**src/design/atlr_pkg.sv**
```systemverilog
`timescale 1ns / 1ps
`default_nettype none
// ----------------------------------------------------------------------------
// atlr_pkg
// Shared constants, types and arithmetic helpers of the antialiased line raster.
// ----------------------------------------------------------------------------
package atlr_pkg;

	localparam int X_EXTENT    = 240;
	localparam int Y_EXTENT    = 135;
	localparam int STORE_DEPTH = X_EXTENT * Y_EXTENT;
	localparam int ADDR_W      = $clog2(STORE_DEPTH);
	localparam int COORD_W     = 12;
	localparam int FIELD_W     = 10;
	localparam int COLOUR_W    = 24;
	localparam int RADIUS_W    = 4;
	localparam int Q_W         = 32;
	localparam int DIV_STEPS   = 27;
	localparam int DIV_CNT_W   = 5;
	localparam int PROD_W      = ADDR_W + COORD_W;
	localparam int CFG_IDX_W   = 3;

	typedef logic signed [COORD_W-1:0] coord_t;
	typedef logic signed [FIELD_W-1:0] field_t;

	typedef enum logic [1:0] {
		ACT_LINE  = 2'd0,
		ACT_WRITE = 2'd1,
		ACT_READ  = 2'd2,
		ACT_NONE  = 2'd3
	} action_t;

	typedef enum logic [CFG_IDX_W-1:0] {
		CFG_ENABLE = 3'd0,
		CFG_LEFT   = 3'd1,
		CFG_RIGHT  = 3'd2,
		CFG_TOP    = 3'd3,
		CFG_BOTTOM = 3'd4
	} cfg_reg_t;

	typedef struct packed {
		action_t             act;
		logic                on;
		logic [ADDR_W-1:0]   addr;
		field_t              sx;
		field_t              sy;
		field_t              ex;
		field_t              ey;
		logic [COLOUR_W-1:0] colour;
		logic [RADIUS_W-1:0] radius;
	} cmd_t;

	typedef struct packed {
		logic valid;
		cmd_t cmd;
	} cmd_chan_t;

	typedef struct packed {
		logic   enable;
		field_t left;
		field_t right;
		field_t top;
		field_t bottom;
	} clip_t;

	function automatic logic [ADDR_W-1:0] pix_addr(input coord_t i, input coord_t j);
		logic [PROD_W-1:0] p;
		p = PROD_W'($unsigned(j)) * PROD_W'(X_EXTENT) + PROD_W'($unsigned(i));
		return p[ADDR_W-1:0];
	endfunction

	function automatic logic [7:0] mix8(input logic [7:0] o, input logic [7:0] n,
		input logic [8:0] a);
		logic [16:0] s;
		s = 17'(o) * 17'(9'd256 - a) + 17'(n) * 17'(a);
		return s[15:8];
	endfunction

endpackage
`default_nettype wire

```
**src/design/atlr_front.sv**
```systemverilog
`timescale 1ns / 1ps
`default_nettype none
// ----------------------------------------------------------------------------
// atlr_front
// Accepts commands, decodes them and holds them in a two-entry queue.
// ----------------------------------------------------------------------------
module atlr_front import atlr_pkg::*; (
	input  wire logic                clk,
	input  wire logic                arst_n,
	input  wire logic                push,
	output logic                     full,
	input  wire logic [1:0]          action,
	input  wire field_t              start_x,
	input  wire field_t              start_y,
	input  wire field_t              end_x,
	input  wire field_t              end_y,
	input  wire logic [7:0]          red,
	input  wire logic [7:0]          green,
	input  wire logic [7:0]          blue,
	input  wire logic [RADIUS_W-1:0] pen_radius,
	output cmd_chan_t                cmd_out,
	input  wire logic                cmd_pop
);

	cmd_t       entry_q [2];
	logic       wr_q;
	logic       rd_q;
	logic [1:0] cnt_q;
	cmd_t       cmd_new;
	coord_t     sxc;
	coord_t     syc;
	logic       accept;
	logic       take;

	always_comb begin
		sxc = coord_t'(start_x);
		syc = coord_t'(start_y);
		cmd_new.act    = action_t'(action);
		cmd_new.on     = (sxc >= coord_t'(0)) && (sxc < coord_t'(X_EXTENT)) &&
			(syc >= coord_t'(0)) && (syc < coord_t'(Y_EXTENT));
		cmd_new.addr   = cmd_new.on ? pix_addr(sxc, syc) : '0;
		cmd_new.sx     = start_x;
		cmd_new.sy     = start_y;
		cmd_new.ex     = end_x;
		cmd_new.ey     = end_y;
		cmd_new.colour = {red, green, blue};
		cmd_new.radius = pen_radius;
	end

	assign full          = (cnt_q == 2'd2);
	assign accept        = push && !full;
	assign take          = cmd_pop && (cnt_q != 2'd0);
	assign cmd_out.valid = (cnt_q != 2'd0);
	assign cmd_out.cmd   = entry_q[rd_q];

	always_ff @(posedge clk) begin
		if (accept) begin
			entry_q[wr_q] <= cmd_new;
		end
	end

	always_ff @(posedge clk or negedge arst_n) begin
		if (!arst_n) begin
			wr_q  <= 1'b0;
			rd_q  <= 1'b0;
			cnt_q <= 2'd0;
		end else begin
			if (accept) begin
				wr_q <= ~wr_q;
			end
			if (take) begin
				rd_q <= ~rd_q;
			end
			cnt_q <= cnt_q + 2'(accept) - 2'(take);
		end
	end

endmodule
`default_nettype wire

```
**config.mk**
```make
export PLATFORM = sky130hd
export DESIGN_NAME = atlr_front
export DESIGN_NICKNAME = d
export VERILOG_FILES = /design/src/design/atlr_pkg.sv /design/src/design/atlr_front.sv
export SDC_FILE = /design/constraint.sdc
export NUM_CORES = 1
export LEC_CHECK = 0
export ABC_AREA = 1
export BUFFER_PORTS_ARGS = -buffer_cell sky130_fd_sc_hd__buf_2
export CAP_MARGIN = 5
export CORE_MARGIN = 3
export CORE_UTILIZATION = 45
export CTS_CLUSTER_DIAMETER = 150
export DETAILED_ROUTE_END_ITERATION = 8
export PLACE_DENSITY = 0.66
export SYNTH_ARGS = -nofsm -noshare
export SYNTH_HDL_FRONTEND = slang
export SYNTH_SLANG_ARGS = --single-unit
export TNS_END_PERCENT = 5
```
**constraint.sdc**
```tcl
create_clock -name clk -period 5.9 [get_ports clk]
set_clock_uncertainty 0.1 [all_clocks]
set_input_delay 0.295 -clock clk [delete_from_list [all_inputs] [get_ports clk]]
set_output_delay 0.295 -clock clk [all_outputs]
set_load 0.05 [all_outputs]
```
==> results.toml <==
[worst_hold_path]
min_path_type = "input port to flop"

[final_layout]
stdcell_area_um2 = 10090
diodes = 0
fillers = 1375
final_layout_size_suffix_gt1_frac = 0.2232
fin_cells = 1152
nets = 1036
areaGrowthSynthToFinish_pct = 28.35

[clock_network]
cts.path.max_buffers = 2
cts_made_buffers = 17
cts_tree = "done"
clock_sinks = 176
clock_latency_ns = 0.42
hold_buffers = 61
ctsRootBufferMaster = "clkbuf_16"
postCtsSetupRepairBufs = 0
clkSlewWorstSetupHoldPaths_ns = 0.07
h-tree-depth = 4
ctsResizeCount = 0

[logic_synthesis]
synthMuxAreaShare = 0
syn_inst = 694
synth-main-ff-cell = "edfxtp_1"
synth-seq-cells = 176
synth_xor_area_frac = 0.01894
yosysTopAreaCellShare = 0.6570
synthTopCellsByCount = "nand2_1, edfxtp_1, inv_1, nor2_1, ha_1"
synth_edf_count = 172
synth_area_leader_cell = "edfxtp_1"
synth_nets = 811
synth.cell_area_um2 = 7861
synth_most_common_cell = "nand2_1"
yosys.cell_types.count = 25
synthArstFlopShare = 0.02273
synth-compound-area-share = 0.01098
yosys-top-cells-area = "edfxtp_1, nand2_1, ha_1, fa_1, inv_1"
synth-seq-area-share = 0.6697
synthAdderAreaFrac = 0.08372
synthSimpleGateAreaFrac = 0.1757
syn_avg_cell_area_um2 = 11.33
synth_top_family_by_area = "simple AND/OR/NAND/NOR gates"
yosys_warnings = 0

[timing]
hold_viol_final = 0
drv_slew = 0
max_slew_margin = 0.3470
worst_hold_slack_ns = 0.01459
tightest_slew_ns = 0.9795
fmax_mhz = 240.6
period_share = 0.7044
rsz0062_at_grt = "false"
finalCriticalPeriod_ns = 4.156
setup_viol_count_final = 0
setup_tns_ns = 0

[place]
place_area_um2 = 8904
gp_congestion = 0.8231
hpwlAfterDp_um = 10290
placedCellCount = 1059
port-buffer-count = 161

[routing]
vias = 5339
wl_per_cell_um = 13.98
drtIter0Drc = 302
drtPass1Iterations = 4
wl_um = 16110
drtAntennaViolNets = 0
drc = 0
vias_per_cell = 4.635

[worst_setup_path]
worstPathRequired_ns = 5.97
path_class = "input port to flop"
cp-start-kind = "input port"
cp-end-kind = "flop"
arrival_ns = 4.23
crit_fanout = 6

[floorplan]
die_h_um = 138.2
rows = 47
design.core.area_um2 = 16820
boundaryPins = 162
fp.dieW_um = 138.2
dieArea_um2 = 19090
start_util = 0.4674

[status]
outcome = "finished, final reports clean"

[global_routing]
grt_pass1_vias = 5227
grt_pass1_wl_um = 26100
antenna_found_initial = 0
grt_overflow = 0
grt_max_degree = 87
grtUsageTotal = 0.1722

[power]
leakage_uw = 0.004546
p_total_uw = 5596
ir_drop_v = 0.0002822
p_per_area_nw_per_um2 = 554.7

[run]
cap_violations = 0
==> cell usage in the layout, fill, tap and decap left out, drive strengths merged, types with 7 or more instances in the layout <==
cell         instances
inv                 69
buf                165
edfxtp             172
dlygate4sd3         61
nand2              314
fa                  16
a21oi               11
nor2                29
nand3               12
ha                  27
xor2                10
xnor2                7
clkbuf              18
==> report_power, final <==
part	internal [uW]	switching, uW	total, uW
clock network	596	484	1080
registers	1720	62.9	1780
logic	601	2140	2740
==> path summary, 6_finish.rpt <==
kind	startpoint	to	slack, ns	depth (start not counted)
max in group asynchronous	arst_n	rd_q$_DFFE_PN0P_	5.42	2
hold / removal	start_x[5]	entry_q[1][63]$_DFFE_PP_	0.01	1
min in group asynchronous	arst_n	cnt_q[1]$_DFF_PN0_	0.14	2
setup / recovery	start_y[4]	entry_q[0][82]$_DFFE_PP_	1.74	20
setup reg to reg	cnt_q[1]$_DFF_PN0_	entry_q[1][71]$_DFFE_PP_	3.17	4
hold reg to reg	cnt_q[0]$_DFF_PN0_	cnt_q[0]$_DFF_PN0_	0.46	1
==> stage by stage <==
step                setup WS, ns  utilization
global route               1.420       0.5999
detailed placement         1.872       0.5294
CTS                        1.765       0.5999
global placement           1.912       0.5294
floorplan                  1.103            -
finish                     1.744       0.5999
==> cells by family after synthesis <==
group,after synthesis
flip-flops,176
buffers and inverters,83
AO/OA/AOI/OAI,16
adder cells (fa/ha/maj),43
AND/OR/NAND/NOR,359
XOR/XNOR,17
==> registers in the layout, indices dropped and copies added, names as in the netlist <==
signal / cells
entry_q: 172
cnt_q: 2
rd_q: 1
wr_q: 1
==> area by class of cell <==
| cell class | count | area, um^2 | area share |
|---|---|---|---|
| clock inverter | 14 | 146.4 | 0.01451 |
| inverter | 63 | 236.5 | 0.02344 |
| clock buffer | 18 | 429.2 | 0.04253 |
| timing repair buffer | 226 | 1446 | 0.1434 |
| tap | 220 | 275.3 | 0.02728 |
| sequential | 176 | 5266 | 0.5219 |
| multi-input combinational | 435 | 2290 | 0.2269 |
==> metal layers <==
metal,wire [um],vias to the layer above,GRT usage,share of wire
met1,7016,2477,0.2192,0.44
met4,150,0,0.04836,0.0093
met5,0,-,0,0
met3,962,17,0.05180,0.060
li1,-,2709,-,-
met2,7975,136,0.2888,0.50
==> worst max-delay path, cell delays in order <==
cell and delay [ns]:
dlygate4sd3_1 0.53, buf_2 0.14, inv_1 0.23, fa_1 0.49, fa_1 0.51, inv_1 0.04
ha_1 0.36, or2_1 0.25, and2_4 0.17, xor2_1 0.14, ha_1 0.35, nand2_1 0.09
nor2_1 0.09, nand2_1 0.06, nand2_1 0.08, nand3_1 0.09, nor2_1 0.13, nand2_1 0.06
nand2_1 0.07, nor2_2 0.04
Power figures use the tool's default switching activity.
